### src/hdl/anfm_pkg.sv
`default_nettype none

package anfm_pkg;

  // Largest supported variable count; the table store follows from it
  localparam int MAX_VARS = 12;
  localparam int AW       = (MAX_VARS > 6) ? MAX_VARS - 6 : 1;
  localparam int DEPTH    = 1 << AW;
  localparam int NW       = $clog2(MAX_VARS + 1);
  localparam int JW       = (AW > 1) ? $clog2(AW) : 1;
  localparam int DGW      = NW;

  localparam logic [3:0] NV_RESET = 4'd6;

  typedef enum logic [3:0] {
    ST_IDLE,
    ST_BF_RDLO,
    ST_BF_RDHI,
    ST_BF_WR,
    ST_SC_RD,
    ST_SC_ACC,
    ST_EM_RD,
    ST_EM_LD,
    ST_EM_WAIT
  } anfm_state_e;

  // Upper half of each butterfly span inside one 64-bit word
  localparam logic [63:0] HI_HALF [6] = '{
    64'hAAAAAAAAAAAAAAAA, 64'hCCCCCCCCCCCCCCCC, 64'hF0F0F0F0F0F0F0F0,
    64'hFF00FF00FF00FF00, 64'hFFFF0000FFFF0000, 64'hFFFFFFFF00000000
  };

  // Bit positions whose 6-bit index has weight k
  function automatic logic [63:0] pop_mask(input int k);
    logic [63:0] m;
    int          c;
    m = '0;
    for (int b = 0; b < 64; b++) begin
      c = 0;
      for (int t = 0; t < 6; t++) begin
        c = c + ((b >> t) & 1);
      end
      m[b] = (c == k);
    end
    return m;
  endfunction

  // Mask a small table and run the in-word butterfly passes
  function automatic logic [63:0] anf_word(input logic [63:0] x, input logic [NW-1:0] n);
    logic [63:0] v;
    v = x;
    if (int'(n) < 6) begin
      v = x & ~({64{1'b1}} << (1 << int'(n)));
    end
    for (int i = 0; i < 6; i++) begin
      if (i < int'(n)) begin
        v = v ^ ((v << (1 << i)) & HI_HALF[i]);
      end
    end
    return v;
  endfunction

  // Largest weight of any set bit position (0 when empty)
  function automatic logic [2:0] max_bit_weight(input logic [63:0] x);
    logic [2:0] m;
    m = '0;
    for (int k = 0; k < 7; k++) begin
      if (|(x & pop_mask(k))) begin
        m = 3'(k);
      end
    end
    return m;
  endfunction

  // Weight of a word address
  function automatic logic [DGW-1:0] addr_weight(input logic [AW-1:0] a);
    logic [DGW-1:0] c;
    c = '0;
    for (int t = 0; t < AW; t++) begin
      c = c + DGW'(a[t]);
    end
    return c;
  endfunction

endpackage

`default_nettype wire

### src/hdl/anfm_ram.sv
`default_nettype none

module anfm_ram #(
  parameter int WIDTH = 64,
  parameter int DEPTH = 64
) (
  input  wire logic                     clk_i,
  input  wire logic                     we_i,
  input  wire logic [$clog2(DEPTH)-1:0] waddr_i,
  input  wire logic [WIDTH-1:0]         wdata_i,
  input  wire logic                     re_i,
  input  wire logic [$clog2(DEPTH)-1:0] raddr_i,
  output logic      [WIDTH-1:0]         rdata_o
);

  logic [WIDTH-1:0] mem_q [DEPTH];

  // one write port, one registered read port
  always_ff @(posedge clk_i) begin
    if (we_i) begin
      mem_q[waddr_i] <= wdata_i;
    end
    if (re_i) begin
      rdata_o <= mem_q[raddr_i];
    end
  end

endmodule

`default_nettype wire

### src/hdl/anf_mobius_transform_degree.sv
`default_nettype none
// ANF transform and algebraic degree.
// Config: cfg_we_i writes cfg_wdata_i to num_vars (0 acts as 1, values above
// the maximum act as the maximum); any write restarts table loading.
// Input channel (in_valid_i / in_stall_o): truth-table words in row order,
// one per cycle while idle. A table is 2^(n-6) words for n > 6, else one.
// Below six variables only the low 2^n bits are kept.
// Output channel (out_valid_o / out_stall_i): one word per coefficient
// word, with its index, the degree of the whole function and last on the
// final word. A stalled word holds until taken.
// Sequencing: in-word butterflies are applied as each word is written. After
// the last word the sequencer runs n-6 passes over the table memory; a word
// with the pass bit set goes through read low, read high and write back,
// any other word is skipped. Then comes a degree scan (read, accumulate per
// word), then the emit pass (read, load, wait for the receiver per word).
// The table memory has a single read port.
// No input is taken from the last load until the final word is taken.
// Reset: num_vars returns to 6, the load count and degree to zero; the
// table contents are left as they are.
module anf_mobius_transform_degree
  import anfm_pkg::*;
(
  input  wire logic        clk_i,
  input  wire logic        rst_ni,
  input  wire logic        cfg_we_i,
  input  wire logic [3:0]  cfg_wdata_i,
  input  wire logic        in_valid_i,
  output logic             in_stall_o,
  input  wire logic [63:0] truth_bits_i,
  output logic             out_valid_o,
  input  wire logic        out_stall_i,
  output logic [5:0]       word_index_o,
  output logic [63:0]      coeff_bits_o,
  output logic [3:0]       degree_o,
  output logic             last_o
);

  anfm_state_e     state_q, state_d;
  logic [3:0]      nv_q;
  logic [AW-1:0]   wl_q, wl_d;
  logic [AW-1:0]   w_q, w_d;
  logic [JW-1:0]   j_q, j_d;
  logic [DGW-1:0]  deg_q, deg_d;
  logic [63:0]     lo_q;
  logic [63:0]     coeff_q;

  logic [NW-1:0]   n_eff;
  logic [AW-1:0]   words_m1;
  logic [JW-1:0]   last_pass;
  logic [AW-1:0]   bitmask;
  logic            w_last;
  logic            in_acc;
  logic            out_acc;
  logic [DGW-1:0]  cand;

  logic            ram_we, ram_re;
  logic [AW-1:0]   ram_waddr, ram_raddr;
  logic [63:0]     ram_wdata, ram_rdata;

  // effective variable count and table geometry
  always_comb begin
    if (nv_q == 4'd0) begin
      n_eff = NW'(1);
    end else if (int'(nv_q) > MAX_VARS) begin
      n_eff = NW'(MAX_VARS);
    end else begin
      n_eff = NW'(nv_q);
    end
    if (int'(n_eff) > 6) begin
      words_m1  = ~({AW{1'b1}} << (int'(n_eff) - 6));
      last_pass = JW'(int'(n_eff) - 7);
    end else begin
      words_m1  = '0;
      last_pass = '0;
    end
  end

  assign bitmask = AW'(1) << j_q;
  assign w_last  = (w_q == words_m1);
  assign in_acc  = in_valid_i && !in_stall_o;
  assign out_acc = out_valid_o && !out_stall_i;
  assign cand    = addr_weight(w_q) + DGW'(max_bit_weight(ram_rdata));

  // next state and counters
  always_comb begin
    state_d = state_q;
    wl_d    = wl_q;
    w_d     = w_q;
    j_d     = j_q;
    deg_d   = deg_q;
    case (state_q)
      ST_IDLE: begin
        if (in_acc) begin
          if (wl_q == words_m1) begin
            wl_d  = '0;
            w_d   = '0;
            j_d   = '0;
            deg_d = '0;
            state_d = (int'(n_eff) > 6) ? ST_BF_RDLO : ST_SC_RD;
          end else begin
            wl_d = wl_q + AW'(1);
          end
        end
      end
      ST_BF_RDLO, ST_BF_WR: begin
        if (state_q == ST_BF_RDLO && (w_q & bitmask) != '0) begin
          state_d = ST_BF_RDHI;
        end else if (w_last) begin
          w_d = '0;
          if (j_q == last_pass) begin
            state_d = ST_SC_RD;
          end else begin
            j_d     = j_q + JW'(1);
            state_d = ST_BF_RDLO;
          end
        end else begin
          w_d     = w_q + AW'(1);
          state_d = ST_BF_RDLO;
        end
      end
      ST_BF_RDHI: state_d = ST_BF_WR;
      ST_SC_RD:   state_d = ST_SC_ACC;
      ST_SC_ACC: begin
        if (ram_rdata != '0 && cand > deg_q) begin
          deg_d = cand;
        end
        if (w_last) begin
          w_d     = '0;
          state_d = ST_EM_RD;
        end else begin
          w_d     = w_q + AW'(1);
          state_d = ST_SC_RD;
        end
      end
      ST_EM_RD: state_d = ST_EM_LD;
      ST_EM_LD: state_d = ST_EM_WAIT;
      ST_EM_WAIT: begin
        if (out_acc) begin
          if (w_last) begin
            w_d     = '0;
            state_d = ST_IDLE;
          end else begin
            w_d     = w_q + AW'(1);
            state_d = ST_EM_RD;
          end
        end
      end
      default: state_d = ST_IDLE;
    endcase
  end

  // memory controls
  always_comb begin
    ram_we    = 1'b0;
    ram_waddr = w_q;
    ram_wdata = ram_rdata ^ lo_q;
    ram_re    = 1'b0;
    ram_raddr = w_q;
    case (state_q)
      ST_IDLE: begin
        ram_we    = in_acc;
        ram_waddr = wl_q;
        ram_wdata = anf_word(truth_bits_i, n_eff);
      end
      ST_BF_RDLO: begin
        ram_re    = (w_q & bitmask) != '0;
        ram_raddr = w_q ^ bitmask;
      end
      ST_BF_RDHI: ram_re = 1'b1;
      ST_BF_WR:   ram_we = 1'b1;
      ST_SC_RD:   ram_re = 1'b1;
      ST_EM_RD:   ram_re = 1'b1;
      default: begin
        ram_re = 1'b0;
      end
    endcase
  end

  // control registers
  always_ff @(posedge clk_i or negedge rst_ni) begin
    if (!rst_ni) begin
      state_q <= ST_IDLE;
      nv_q    <= NV_RESET;
      wl_q    <= '0;
      w_q     <= '0;
      j_q     <= '0;
      deg_q   <= '0;
    end else begin
      state_q <= state_d;
      w_q     <= w_d;
      j_q     <= j_d;
      deg_q   <= deg_d;
      if (cfg_we_i) begin
        nv_q <= cfg_wdata_i;
        wl_q <= '0;
      end else begin
        wl_q <= wl_d;
      end
    end
  end

  // low partner of a butterfly and the word being emitted
  always_ff @(posedge clk_i) begin
    if (state_q == ST_BF_RDHI) begin
      lo_q <= ram_rdata;
    end
    if (state_q == ST_EM_LD) begin
      coeff_q <= ram_rdata;
    end
  end

  anfm_ram #(
    .WIDTH (64),
    .DEPTH (DEPTH)
  ) u_table (
    .clk_i   (clk_i),
    .we_i    (ram_we),
    .waddr_i (ram_waddr),
    .wdata_i (ram_wdata),
    .re_i    (ram_re),
    .raddr_i (ram_raddr),
    .rdata_o (ram_rdata)
  );

  // handshake and result word
  assign in_stall_o   = (state_q != ST_IDLE);
  assign out_valid_o  = (state_q == ST_EM_WAIT);
  assign word_index_o = 6'(w_q);
  assign coeff_bits_o = coeff_q;
  assign degree_o     = 4'(deg_q);
  assign last_o       = w_last;

endmodule

`default_nettype wire

### config.mk
export PLATFORM = sky130hd
export DESIGN_NAME = anf_mobius_transform_degree
export DESIGN_NICKNAME = d
export VERILOG_FILES = /design/src/hdl/anfm_pkg.sv /design/src/hdl/anfm_ram.sv /design/src/hdl/anf_mobius_transform_degree.sv
export SDC_FILE = /design/constraint.sdc
export NUM_CORES = 2
export LEC_CHECK = 0
export BUFFER_PORTS_ARGS = -buffer_cell sky130_fd_sc_hd__buf_4
export CORE_MARGIN = 4
export CORE_UTILIZATION = 40
export DETAILED_ROUTE_END_ITERATION = 12
export SYNTH_ARGS = -nofsm -noshare
export SYNTH_HDL_FRONTEND = slang
export SYNTH_SLANG_ARGS = --single-unit
### constraint.sdc
create_clock -name clk_i -period 7.8 [get_ports clk_i]
set_clock_uncertainty 0.15 [all_clocks]
set_input_delay 1.95 -clock clk_i [delete_from_list [all_inputs] [get_ports clk_i]]
set_output_delay 1.95 -clock clk_i [all_outputs]
set_load 0.005 [all_outputs]
==> metrics.txt <==
row cnt=246; Distinct cells, synth=92; slowest cell on the critical path=o21ai_4; Worst setup SP type=flip-flop; first-pass GRT wire length=741000 microns; # IOs=150; Routed Antenna Nets=0; final slew viol count=0; Clk pin slew, worst setup/hold paths=70 ps; Mean Syn Cell Area=17.7 sq um; clk sinks=4315; Seq pwr share=0.393; Routability Congestion=0.928; net count reported at finish=10700; Top FF cell, synth=edfxtp_1; Tot Pwr=85.6 mW; TNS Setup=0 ps; CTS tree=built; worst path cell trace=nand2_1 > a21oi_1 > inv_1 > ha_1 > ha_1 > or3b_1 > a211oi_1 > or2_2 > xnor2_1 > or3_1 > mux2i_1 > xnor2_1 > mux2i_1 > xnor2_1 > o21ai_4 > buf_4; Synth Area in Adders=0.00265; nature of the critical path endpoint=flip-flop; fmax=0.142 GHz; worst min path class=flip-flop to flip-flop; worst rel slew slack=0.0664; FFs w/ async S/R, synth=0.00626; crit path kind=flip-flop to flip-flop; switching share of total power=0.346; Least-Margin Pin Slew=1400 ps; clock network fraction of total power=0.236; Die H=679 microns; Post-CTS Setup Bufs=0; Worst-Skew Late Latency=990 ps; Post-synth EDFFs=4288; final setup violation count=0; Syn Nets=10300; flops & latches, synth=4315; multiplexer share of the synthesized area=0.226; Clock Root Buffer=clkbuf_16; initial antenna violation count=30; P_int=55.9 mW; die area=461000 sq um; simple-gate share of the synthesized area=0.0160; most common cell after layout, fill and taps aside=edfxtp_1; number of gates resized after cts=0; DRT iter0 DRCs=10100; Syn Inst Count=10200; vias in the first global route=93300; starting density of the core=0.401; sequential element share of the synthesized area=0.719; gr usage total=0.228; status=finished clean; Clock Tree Buf Depth=4; CP Data Arrival Time=7640 ps; maximum VDD drop=468 uV; CP most frequent cell=xnor2_1; CP max stage delay=860 ps; pwr dens=416 nW/um^2; Pre-Repair DR Iteration Count=6; Avg WL per Cell=32.1 microns; total wire length=542000 microns; post-DR vias/cell=5.70; Layout area overhead=14.1%; port bufs=149; crit share post-route=0.900; net switching power=29.6 mW; largest net degree at the start of global routing=126; RSZ-0062 raised after global routing=false; layout cells sized above 1=0.118; post-synthesis cell area=180000 sq um; vias=96200; drt drc=0; grt ovf=0; Core ar.=449000 sq um; Compound-Gate Fraction of Synth Area=0.0142; largest family of logic cells by synthesized area=multiplexers; die width=679 microns; Tmin final=7020 ps; XOR/XNOR share of the synthesized area=0.0101; most frequent cells in the layout=edfxtp_1 (4288), mux2i_1 (4048), clkbuf_16 (431), buf_4 (385), nand2_1 (202); Final HPWL DP=292000 microns; Hold-fix buffers, CTS=0; combinational power share=0.371; CTS HTree Levels=5; YS warnings=0; Lkg Pwr=82.4 nW; final hold viol count=0; maximum net fanout on the critical path=34; critical path data required time=8420 ps; CTS buffer count=426; number of max-cap violations=0
-- final timing paths --
path | start | endpoint | slack (ps) | cells past startpoint
max in group asynchronous | rst_ni | nv_q[1]$_DFFE_PN1P_ | 6380 | 1
min in group asynchronous | rst_ni | word_index_o[3]$_DFFE_PN0P_ | 740 | 1
worst max-delay path | nv_q[3]$_DFFE_PN0P_ | u_table.mem_q[38][61]$_DFFE_PP_ | 780 | 16
worst min-delay path | u_table.rdata_o[54]$_DFFE_PP_ | coeff_bits_o[54]$_DFFE_PP_ | 370 | 0
worst min register to register | u_table.rdata_o[54]$_DFFE_PP_ | coeff_bits_o[54]$_DFFE_PP_ | 370 | 0
worst max register to register | nv_q[3]$_DFFE_PN0P_ | u_table.mem_q[38][61]$_DFFE_PP_ | 780 | 16
-- registers in the layout, summed over array words and instances, names as in the netlist --
name / cells
coeff_bits_o: 64
state_q: 4
lo_q: 64
degree_o: 4
u_table.rdata_o: 64
u_table.mem_q: 4096
word_index_o: 6
nv_q: 4
wl_q: 6
j_q: 3
-- cell families after synthesis --
group	after synthesis
and+or+nand+nor	603
buffers and inverters	577
adders and majority gates	36
xor gates and xnor gates	202
DFF	4315
muxes	4059
AOI/OAI and AO/OA	389
-- critical path: cells and delay by family, from the launching register on --
kind | cells | cell delay [ps]
compound gates | 3 | 1890
simple gates | 4 | 1530
flops | 1 | 680
mux | 2 | 670
xor+xnor | 3 | 630
fa+ha+maj | 2 | 610
buf+inv | 2 | 570
-- routing by layer --
metal | up-vias | global-route usage | part of all wire
li1 | 40700 | - | -
met1 | 50700 | 0.316 | 0.42
met2 | 3852 | 0.366 | 0.47
met3 | 852 | 0.0331 | 0.069
met4 | 8 | 0.0807 | 0.039
met5 | - | 0 | 0.00010
-- stage by stage --
stage | utilization | instances | hold WS (ps) | setup WS [ps] | instance area (sq um)
3_3_place_gp | 0.427 | 16100 | 356 | 1130 | 192000
2_1_floorplan | - | 10200 | 339 | 173 | 180000
6_report | 0.458 | 16900 | 374 | 778 | 205000
3_5_place_dp | 0.427 | 16100 | 364 | 994 | 192000
5_1_grt | 0.458 | 16900 | 391 | 499 | 205000
4_1_cts | 0.458 | 16900 | 378 | 908 | 205000
-- Yosys cell counts, types with 5 or more instances --
cell	instances	area (sq um)
or2_2	8	50.1
a22oi_1	5	37.5
o21ai_0	132	661
nor3_1	39	195
o21a_1	11	82.6
o21ai_1	13	65.1
nand2b_1	23	144
clkbuf_1	290	1090
and3_1	12	75.1
nand4_1	5	31.3
a21o_1	9	67.6
and2_1	10	62.6
o22ai_1	9	56.3
or3_1	22	138
nand2_1	202	758
buf_1	229	860
nand3b_1	10	75.1
nor2_1	162	608
o211ai_1	18	135
ha_1	30	375
xor2_1	105	920
a32oi_1	6	52.6
o31ai_1	25	188
o211a_1	6	60.1
or4_1	5	37.5
mux2i_1	4053	40600
o32a_1	5	50.1
a21boi_0	5	37.5
xnor2_1	93	815
a31oi_1	19	119
dfrtp_1	25	626
nor4_1	20	125
nor3b_1	7	52.6
a21oi_1	55	275
mux2_2	6	67.6
inv_1	37	139
edfxtp_1	4288	129000
nor2b_1	24	150
buf_2	17	85.1
a211oi_1	15	113
nand3_1	28	140
-- power by group through the flow --
stage	combinational, mW	sequential, mW	clock (mW)
3_3_place_gp	30.8	34.0	0
3_5_place_dp	31.6	34.1	0
2_1_floorplan	21.6	34.7	0
4_1_cts	31.7	33.6	20.5
5_1_grt	33.9	33.6	21.5
6_report	31.8	33.6	20.2
-- layout make-up --
class | instances | area (sq um)
fillers | 37900 | 243000
flip-flops and latches | 4315 | 129000
multi-input cells | 5289 | 49700
clock buffers | 505 | 11100
well taps | 5952 | 7450
repair buffers | 490 | 5010
clock inverters | 281 | 2590
inverters | 37 | 146
diodes | 12 | 30.0
Power figures use the tool's default switching activity.
